`src/rtl/lssc_pkg.sv`:
```
package lssc_pkg;

    localparam int RANGE_WIDTH = 16;
    localparam int ANGLE_START_WIDTH = 23;
    localparam int ANGLE_STEP_WIDTH = 19;
    localparam int ANGLE_WIDTH = 32;
    localparam int CFG_INDEX_WIDTH = 3;
    localparam int CFG_DATA_WIDTH = 23;

    typedef logic [RANGE_WIDTH-1:0] range_t;
    typedef logic signed [ANGLE_WIDTH-1:0] angle_t;

    typedef enum logic [CFG_INDEX_WIDTH-1:0] {
        CFG_MIN_RANGE   = 3'd0,
        CFG_MAX_RANGE   = 3'd1,
        CFG_ANGLE_START = 3'd2,
        CFG_ANGLE_STEP  = 3'd3,
        CFG_SAFETY      = 3'd4
    } cfg_index_t;

    localparam range_t MIN_RANGE_RESET = 16'd100;
    localparam range_t MAX_RANGE_RESET = 16'd12000;
    localparam logic signed [ANGLE_START_WIDTH-1:0] ANGLE_START_RESET = -23'sd3141593;
    localparam logic signed [ANGLE_STEP_WIDTH-1:0] ANGLE_STEP_RESET = 19'sd8727;
    localparam range_t SAFETY_RESET = 16'd1000;

    // Sector bounds in microradians.
    localparam angle_t SECTOR_INNER_POS = 32'sd500000;
    localparam angle_t SECTOR_INNER_NEG = -32'sd500000;
    localparam angle_t SECTOR_OUTER_POS = 32'sd1570000;
    localparam angle_t SECTOR_OUTER_NEG = -32'sd1570000;

endpackage

```
`src/rtl/lssc_if.sv`:
```
interface lssc_in_if;
    logic                       valid;
    logic                       ready;
    logic [lssc_pkg::RANGE_WIDTH-1:0] range_mm;
    logic                       last_sample;

    modport source (output valid, output range_mm, output last_sample, input ready);
    modport sink (input valid, input range_mm, input last_sample, output ready);
endinterface

interface lssc_out_if;
    logic                       valid;
    logic                       ready;
    logic [lssc_pkg::RANGE_WIDTH-1:0] left_clear_mm;
    logic [lssc_pkg::RANGE_WIDTH-1:0] right_clear_mm;
    logic [lssc_pkg::RANGE_WIDTH-1:0] front_clear_mm;
    logic                       obstacle;

    modport source (output valid, output left_clear_mm, output right_clear_mm,
                    output front_clear_mm, output obstacle, input ready);
    modport sink (input valid, input left_clear_mm, input right_clear_mm,
                  input front_clear_mm, input obstacle, output ready);
endinterface

interface lssc_cfg_if;
    logic                                 valid;
    logic                                 ready;
    logic [lssc_pkg::CFG_INDEX_WIDTH-1:0] index;
    logic [lssc_pkg::CFG_DATA_WIDTH-1:0]  data;

    modport source (output valid, output index, output data, input ready);
    modport sink (input valid, input index, input data, output ready);
endinterface

```
`src/rtl/laser_scan_sector_clearance.sv`:
```
// Laser scan sector clearance: takes one range sample per cycle and keeps
// running minima of the left, right and front sectors by sample angle. The
// transaction carrying last_sample=1 closes the scan; its result (three
// clearances and the obstacle flag) is valid the next cycle and is held in
// a single output register. Sample input stays ready every cycle except
// while that register holds an untaken result and the sink is not ready.
// Configuration writes are always taken; write them between scans.
module laser_scan_sector_clearance
(
    input  logic              clk,
    input  logic              rst_n,
    lssc_cfg_if.sink          cfg,
    lssc_in_if.sink           sample,
    lssc_out_if.source        result
);

    lssc_pkg::range_t                                       min_range_reg;
    lssc_pkg::range_t                                       max_range_reg;
    logic signed [lssc_pkg::ANGLE_START_WIDTH-1:0]          angle_start_reg;
    logic signed [lssc_pkg::ANGLE_STEP_WIDTH-1:0]           angle_step_reg;
    lssc_pkg::range_t                                       safety_reg;

    lssc_pkg::angle_t angle_reg;
    lssc_pkg::angle_t angle_cur;
    lssc_pkg::angle_t angle_next;
    lssc_pkg::range_t left_min_reg;
    lssc_pkg::range_t right_min_reg;
    lssc_pkg::range_t front_min_reg;
    lssc_pkg::range_t left_cur;
    lssc_pkg::range_t right_cur;
    lssc_pkg::range_t front_cur;
    lssc_pkg::range_t left_min_next;
    lssc_pkg::range_t right_min_next;
    lssc_pkg::range_t front_min_next;
    logic             scan_start_reg;

    logic                             range_ok;
    logic                             in_left;
    logic                             in_right;
    logic                             in_front;
    logic                             take;
    logic [lssc_pkg::RANGE_WIDTH+2:0] safety_x3;
    logic [lssc_pkg::RANGE_WIDTH+2:0] left_x5;
    logic [lssc_pkg::RANGE_WIDTH+2:0] right_x5;
    logic                             obstacle_next;

    logic             out_valid_reg;
    lssc_pkg::range_t left_clear_reg;
    lssc_pkg::range_t right_clear_reg;
    lssc_pkg::range_t front_clear_reg;
    logic             obstacle_reg;

    assign cfg.ready    = 1'b1;
    assign sample.ready = !out_valid_reg || result.ready;
    assign take         = sample.valid && sample.ready;

    assign result.valid          = out_valid_reg;
    assign result.left_clear_mm  = left_clear_reg;
    assign result.right_clear_mm = right_clear_reg;
    assign result.front_clear_mm = front_clear_reg;
    assign result.obstacle       = obstacle_reg;

    always_ff @(posedge clk or negedge rst_n)
    begin
        if (!rst_n)
        begin
            min_range_reg   <= lssc_pkg::MIN_RANGE_RESET;
            max_range_reg   <= lssc_pkg::MAX_RANGE_RESET;
            angle_start_reg <= lssc_pkg::ANGLE_START_RESET;
            angle_step_reg  <= lssc_pkg::ANGLE_STEP_RESET;
            safety_reg      <= lssc_pkg::SAFETY_RESET;
        end
        else if (cfg.valid)
        begin
            unique case (lssc_pkg::cfg_index_t'(cfg.index))
                lssc_pkg::CFG_MIN_RANGE:
                begin
                    min_range_reg <= cfg.data[lssc_pkg::RANGE_WIDTH-1:0];
                end
                lssc_pkg::CFG_MAX_RANGE:
                begin
                    max_range_reg <= cfg.data[lssc_pkg::RANGE_WIDTH-1:0];
                end
                lssc_pkg::CFG_ANGLE_START:
                begin
                    angle_start_reg <= cfg.data[lssc_pkg::ANGLE_START_WIDTH-1:0];
                end
                lssc_pkg::CFG_ANGLE_STEP:
                begin
                    angle_step_reg <= cfg.data[lssc_pkg::ANGLE_STEP_WIDTH-1:0];
                end
                lssc_pkg::CFG_SAFETY:
                begin
                    safety_reg <= cfg.data[lssc_pkg::RANGE_WIDTH-1:0];
                end
                default:
                begin
                end
            endcase
        end
    end

    // First sample of a scan starts from the configured angle and the maximum valid range.
    always_comb
    begin
        angle_cur = scan_start_reg
            ? {{(lssc_pkg::ANGLE_WIDTH-lssc_pkg::ANGLE_START_WIDTH){angle_start_reg[
                  lssc_pkg::ANGLE_START_WIDTH-1]}}, angle_start_reg}
            : angle_reg;
        left_cur  = scan_start_reg ? max_range_reg : left_min_reg;
        right_cur = scan_start_reg ? max_range_reg : right_min_reg;
        front_cur = scan_start_reg ? max_range_reg : front_min_reg;

        angle_next = angle_cur
            + {{(lssc_pkg::ANGLE_WIDTH-lssc_pkg::ANGLE_STEP_WIDTH){angle_step_reg[
                  lssc_pkg::ANGLE_STEP_WIDTH-1]}}, angle_step_reg};

        range_ok = (sample.range_mm >= min_range_reg) && (sample.range_mm <= max_range_reg);
        in_left  = (angle_cur < lssc_pkg::SECTOR_INNER_NEG)
                && (angle_cur > lssc_pkg::SECTOR_OUTER_NEG);
        in_right = (angle_cur > lssc_pkg::SECTOR_INNER_POS)
                && (angle_cur < lssc_pkg::SECTOR_OUTER_POS);
        in_front = (angle_cur >= lssc_pkg::SECTOR_INNER_NEG)
                && (angle_cur <= lssc_pkg::SECTOR_INNER_POS);

        left_min_next  = (range_ok && in_left && (sample.range_mm < left_cur))
                       ? sample.range_mm : left_cur;
        right_min_next = (range_ok && in_right && (sample.range_mm < right_cur))
                       ? sample.range_mm : right_cur;
        front_min_next = (range_ok && in_front && (sample.range_mm < front_cur))
                       ? sample.range_mm : front_cur;

        // side test: 5 * side < 3 * safety, exact
        safety_x3 = {3'b000, safety_reg} + {2'b00, safety_reg, 1'b0};
        left_x5   = {3'b000, left_min_next} + {1'b0, left_min_next, 2'b00};
        right_x5  = {3'b000, right_min_next} + {1'b0, right_min_next, 2'b00};
        obstacle_next = (front_min_next < safety_reg)
                     || (left_x5 < safety_x3)
                     || (right_x5 < safety_x3);
    end

    always_ff @(posedge clk or negedge rst_n)
    begin
        if (!rst_n)
        begin
            scan_start_reg <= 1'b1;
        end
        else if (take)
        begin
            scan_start_reg <= sample.last_sample;
        end
    end

    always_ff @(posedge clk)
    begin
        if (take)
        begin
            angle_reg     <= angle_next;
            left_min_reg  <= left_min_next;
            right_min_reg <= right_min_next;
            front_min_reg <= front_min_next;
        end
    end

    always_ff @(posedge clk or negedge rst_n)
    begin
        if (!rst_n)
        begin
            out_valid_reg <= 1'b0;
        end
        else if (take && sample.last_sample)
        begin
            out_valid_reg <= 1'b1;
        end
        else if (result.ready)
        begin
            out_valid_reg <= 1'b0;
        end
    end

    always_ff @(posedge clk)
    begin
        if (take && sample.last_sample)
        begin
            left_clear_reg  <= left_min_next;
            right_clear_reg <= right_min_next;
            front_clear_reg <= front_min_next;
            obstacle_reg    <= obstacle_next;
        end
    end

endmodule

```
`src/flat_wrapper.sv`:
```
// flat-port wrapper written by rule: the top's interface ports become plain ports
module laser_scan_sector_clearance_flat 
  (clk, rst_n, cfg_valid, cfg_index, cfg_data, cfg_ready, sample_valid, sample_range_mm, sample_last_sample, sample_ready, result_valid, result_left_clear_mm, result_right_clear_mm, result_front_clear_mm, result_obstacle, result_ready);
  lssc_cfg_if cfg_i ();
  lssc_in_if sample_i ();
  lssc_out_if result_i ();
  input  logic clk;
  input  logic rst_n;
  input wire logic [$bits(cfg_i.valid)-1:0] cfg_valid;
  input wire logic [$bits(cfg_i.index)-1:0] cfg_index;
  input wire logic [$bits(cfg_i.data)-1:0] cfg_data;
  output wire logic [$bits(cfg_i.ready)-1:0] cfg_ready;
  input wire logic [$bits(sample_i.valid)-1:0] sample_valid;
  input wire logic [$bits(sample_i.range_mm)-1:0] sample_range_mm;
  input wire logic [$bits(sample_i.last_sample)-1:0] sample_last_sample;
  output wire logic [$bits(sample_i.ready)-1:0] sample_ready;
  output wire logic [$bits(result_i.valid)-1:0] result_valid;
  output wire logic [$bits(result_i.left_clear_mm)-1:0] result_left_clear_mm;
  output wire logic [$bits(result_i.right_clear_mm)-1:0] result_right_clear_mm;
  output wire logic [$bits(result_i.front_clear_mm)-1:0] result_front_clear_mm;
  output wire logic [$bits(result_i.obstacle)-1:0] result_obstacle;
  input wire logic [$bits(result_i.ready)-1:0] result_ready;
  assign cfg_i.valid = cfg_valid;
  assign cfg_i.index = cfg_index;
  assign cfg_i.data = cfg_data;
  assign cfg_ready = cfg_i.ready;
  assign sample_i.valid = sample_valid;
  assign sample_i.range_mm = sample_range_mm;
  assign sample_i.last_sample = sample_last_sample;
  assign sample_ready = sample_i.ready;
  assign result_valid = result_i.valid;
  assign result_left_clear_mm = result_i.left_clear_mm;
  assign result_right_clear_mm = result_i.right_clear_mm;
  assign result_front_clear_mm = result_i.front_clear_mm;
  assign result_obstacle = result_i.obstacle;
  assign result_i.ready = result_ready;
  laser_scan_sector_clearance u_core (.clk(clk), .rst_n(rst_n), .cfg(cfg_i), .sample(sample_i), .result(result_i));
endmodule
```
`config.mk`:
```
export PLATFORM = sky130hd
export DESIGN_NAME = laser_scan_sector_clearance_flat
export DESIGN_NICKNAME = d
export VERILOG_FILES = /design/src/rtl/lssc_pkg.sv /design/src/rtl/lssc_if.sv /design/src/rtl/laser_scan_sector_clearance.sv /design/src/flat_wrapper.sv
export SDC_FILE = /design/constraint.sdc
export NUM_CORES = 1
export LEC_CHECK = 0
export BUFFER_PORTS_ARGS = -buffer_cell sky130_fd_sc_hd__buf_4
export CORE_MARGIN = 2
export CORE_UTILIZATION = 45
export DETAILED_ROUTE_END_ITERATION = 7
export PLACE_DENSITY = 0.71
export SETUP_SLACK_MARGIN = 0.2
export SLEW_MARGIN = 25
export SYNTH_ARGS = -nofsm -noshare
export SYNTH_HDL_FRONTEND = slang
export SYNTH_SLANG_ARGS = --single-unit
```
`constraint.sdc`:
```
create_clock -name clk -period 9.8 [get_ports clk]
set_input_delay 2.94 -clock clk [delete_from_list [all_inputs] [get_ports clk]]
set_output_delay 2.94 -clock clk [all_outputs]
set_load 0.03 [all_outputs]
```
==> implementation parameters <==
Parameter                              Value

Run status
  Run status    finished, final reports clean

Synth
  Sequential-to-total area share from yosys stat    0.3964
  Warning count from the yosys run    0
  Proportion of register bits with asynchronous set or reset after synthesis    0.4163
  Area fraction in compound gates after synthesis    0.1774
  Area of the mapped netlist    15680 um^2
  Predominant post-synthesis flop cell    edfxtp_1
  Dominant combinational cell family by area after synthesis    compound AO/OA/AOI/OAI gates
  Mux share of post-synthesis cell area    0.06034
  Adder-cell area share of the yosys netlist    0.1668
  Average size of a mapped cell    around 10 um^2
  Fraction of the mapped netlist area in simple logic gates    0.1179
  Number of instances in the synthesized netlist    1551
  Parity-gate share of the synthesized area counting xor and xnor cells    0.04023
  Library cells used by synthesis    91
  Number of synthesized flops with an enable pin    129
  Post-synthesis register bit count    between 200 and 250
  Nets in the synthesized netlist    1804

Detailed routing
  Antenna Nets Post-Route    0
  Post-detailed-route wirelength per cell    19.87 um
  Number of iterations in the first detailed-routing pass    5
  Count of unresolved DRC violations after routing    0
  Total via count in the routed design    12360
  Via-to-Cell Ratio    around 5.8
  Total Wirelength    42300 um
  Iteration-0 DRC Markers    about 960

Place
  Final Wtd Congestion    0.9312
  PortBufs    98
  Cell area after placement    ~17000 um^2
  Post-DP HPWL    31680 um

Clock network
  CTS tree    done
  Clk buf depth    3
  Clock insertion delay at the later pin of the skew report    560 ps
  Clock-pin slew on the worst setup and hold paths    60 ps
  Depth of the CTS H-tree    1
  Number of sinks driven by the clock tree    approximately 220
  Cell at the root of the clock tree    clkbuf_16
  Number of buffers added by the clock tree synthesis step    27
  # Post-CTS Setup Buffers    0

Setup path
  Element type at the critical path start    input pin
  WS Path Type    input pin to flop
  Worst endpoint data arrival time    9480 ps
  Number of cells on the worst reg-to-reg path    29
  Worst reg2reg setup slack    1500 ps
  Critical path capture point type    flop
  Critical Path Source    sample_range_mm[10]
  Req. time, crit path    10100 ps
  Crit Path Max Fanout    28
  R2r endpoint    u_core.result.obstacle
  Start of the worst register-to-register path    u_core.scan_start_reg

Pwr
  Power per cell area    roughly 280 nW/um^2
  Total leakage power    7.813 nW
  VDD IR max    0.0001430 V
  Power Total    5.095 mW

Finish
  Cell area after layout    roughly 18000 um^2
  Layout area overhead    14.33%
  Final-stage net count    1905
  Share of the core filled with cells    0.5201
  Share of layout cells above drive strength 1    0.1745
  Max FFs per register    32

STA
  Tmin final    about 9200 ps
  Max-slew violations    0
  Number of failing setup endpoints in the final timing report    0
  Transition time at the pin with the least slew margin    roughly 930 ps
  Unrepaired setup endpoints after global routing    no
  Max Clock Skew    8.890 ps
  Maximum clock frequency    108.9 MHz
  Final Hold Slack    506.9 ps
  Count of endpoints failing hold in the final timing report    0
  Slew Limit Headroom    0.3697
  Final period util    0.9369

Floorplanning
  Total I/O pin count    100
  Die W    190.6 um
  Starting density of the core    0.4549
  Placement Rows    68
  Die H    190.6 um
  Core ar.    roughly 34000 um^2
  DIE AREA    roughly 36000 um^2

Global routing
  Pin count of the biggest net entering global routing    81
  Number of antenna violations at the first check in global routing    1
  Wire length of the first global-routing pass    66240 um
  GRT Resource Usage Total    0.2315
  Vias in the first global route    12110
  Overall overflow remaining after global route    0

Worst hold path
  Hold Path End    u_core.min_range_reg[6]
  Hold Crit Class    flop to flop
  Startpoint of the worst hold path    u_core.min_range_reg[6]
  Worst Hold Depth    2

Flow run
  Reported max-cap violation count    0
[cells in the mapped netlist, types with 8 or more instances]
| cell | n | area, um^2 |
|---|---|---|
| o21ai_0 | 98 | 490.5 |
| nand2_1 | 108 | 405.4 |
| nand4_1 | 22 | 137.6 |
| ha_1 | 201 | 2515 |
| dfrtp_1 | 62 | 1551 |
| a21oi_1 | 150 | 750.7 |
| mux2_2 | 61 | 686.9 |
| nor2_1 | 88 | 330.3 |
| xnor2_1 | 53 | 464.2 |
| nand2b_1 | 13 | 81.33 |
| edfxtp_1 | 129 | 3874 |
| nand3_1 | 23 | 115.1 |
| o211ai_1 | 12 | 90.09 |
| dfstp_2 | 30 | 788.3 |
| nor4_1 | 8 | 50.05 |
| inv_1 | 111 | 416.7 |
| a21o_1 | 47 | 352.8 |
| xor2_1 | 19 | 166.4 |
| a211oi_1 | 8 | 60.06 |
| or3_1 | 14 | 87.58 |
| a21boi_0 | 36 | 270.3 |
| o21a_1 | 13 | 97.59 |
| nor3_1 | 26 | 130.1 |
| o21bai_1 | 12 | 90.09 |
| nor2b_1 | 17 | 106.4 |
| mux2i_1 | 17 | 170.2 |
| clkbuf_1 | 29 | 108.9 |
[how the worst max path moves through the flow]
| stage | to | cells past startpoint |
|---|---|---|
| 2_1_floorplan | u_core.result.obstacle | 29 |
| 4_1_cts | u_core.result.obstacle | 26 |
| 6_report | u_core.result.obstacle | 27 |
| 5_1_grt | u_core.result.obstacle | 27 |
| 3_5_place_dp | u_core.result.obstacle | 26 |
| 3_3_place_gp | u_core.result.obstacle | 26 |
[per-stage QoR]
stage / setup TNS, ps / instances / setup slack (ps)
global route: 0 / 2129 / 234.3
floorplan: 0 / 1551 / 1046
finish: 0 / 2129 / 618.2
global placement: -280.1 / 2078 / -280.1
detailed placement: -217.3 / 2078 / -217.3
CTS: 0 / 2128 / 315.4
[metal layers]
layer	up-vias	GRT usage	routed length [um]
met5	-	0	0
met4	0	0.07603	1322
met3	85	0.03865	2668
met2	394	0.3667	18880
met1	5956	0.3223	19430
li1	5924	-	-
[area by class of cell]
class	instances	area, um^2
multi-input cells	1176	8874
well taps	455	569.3
flip-flops and latches	221	6217
clock inverters	14	207.7
diodes	1	2.502
inverters	112	420.4
repair buffers	114	859.6
clock buffers	36	770.7
fillers	3115	16540
[what timing repair did]
item,4_1_cts,5_1_grt
setup endpoints to repair,0,1
hold buffers,0,0
gates resized for setup,0,6
[cells by family (layout without fill, tap and decap cells)]
| kind of cell | count (synthesis) | after routing |
|---|---|---|
| multiplexers | 85 | 85 |
| other | 1 | 2 |
| adder cells (fa/ha/maj) | 207 | 207 |
| flip-flops | 221 | 221 |
| XOR/XNOR | 72 | 72 |
| AO/OA/AOI/OAI | 443 | 443 |
| buffers and inverters | 154 | 276 |
| AND/OR/NAND/NOR | 368 | 368 |
[report_power, final]
part	switching, mW	leakage (nW)	internal [mW]
Clock	0.416	0.486	0.684
Sequential	0.153	2.30	1.30
Combinational	1.47	5.03	1.08
Total	2.04	7.81	3.06
[placed cells by master (no fill, tap or decap), drive strengths merged, types with 9 or more instances in the layout]
cell,count
edfxtp,129
mux2i,21
nor4,10
o21a,13
nand3,23
dfstp,30
dfrtp,62
or3,14
a21oi,152
clkbuf,36
nor2,88
buf,114
a211oi,9
nand2b,14
mux2,64
xnor2,53
nor2b,17
nand4,22
o21ai,102
a21boi,38
o211ai,12
o21bai,12
xor2,19
nand2,109
ha,201
nor3,26
inv,113
a21o,47
[critical path, cell delays in order]
cell and delay, ps:
buf_4 150, ha_1 300, and3_1 220, a221o_1 390
a221oi_2 360, o221a_2 310, o211ai_1 130, or3_4 440
buf_4 270, nor2_1 170, a21oi_2 90, ha_1 380
a21o_1 200, a21oi_1 300, nor3_1 120, mux2i_2 270
a31oi_1 200, a31oi_1 270, a21oi_1 120, xor2_1 160
ha_1 310, nand4_1 210, nor4_1 300, o21ai_1 190
a31oi_1 230, a41oi_1 70, a311o_1 350
(Power assumes the default switching activity.)
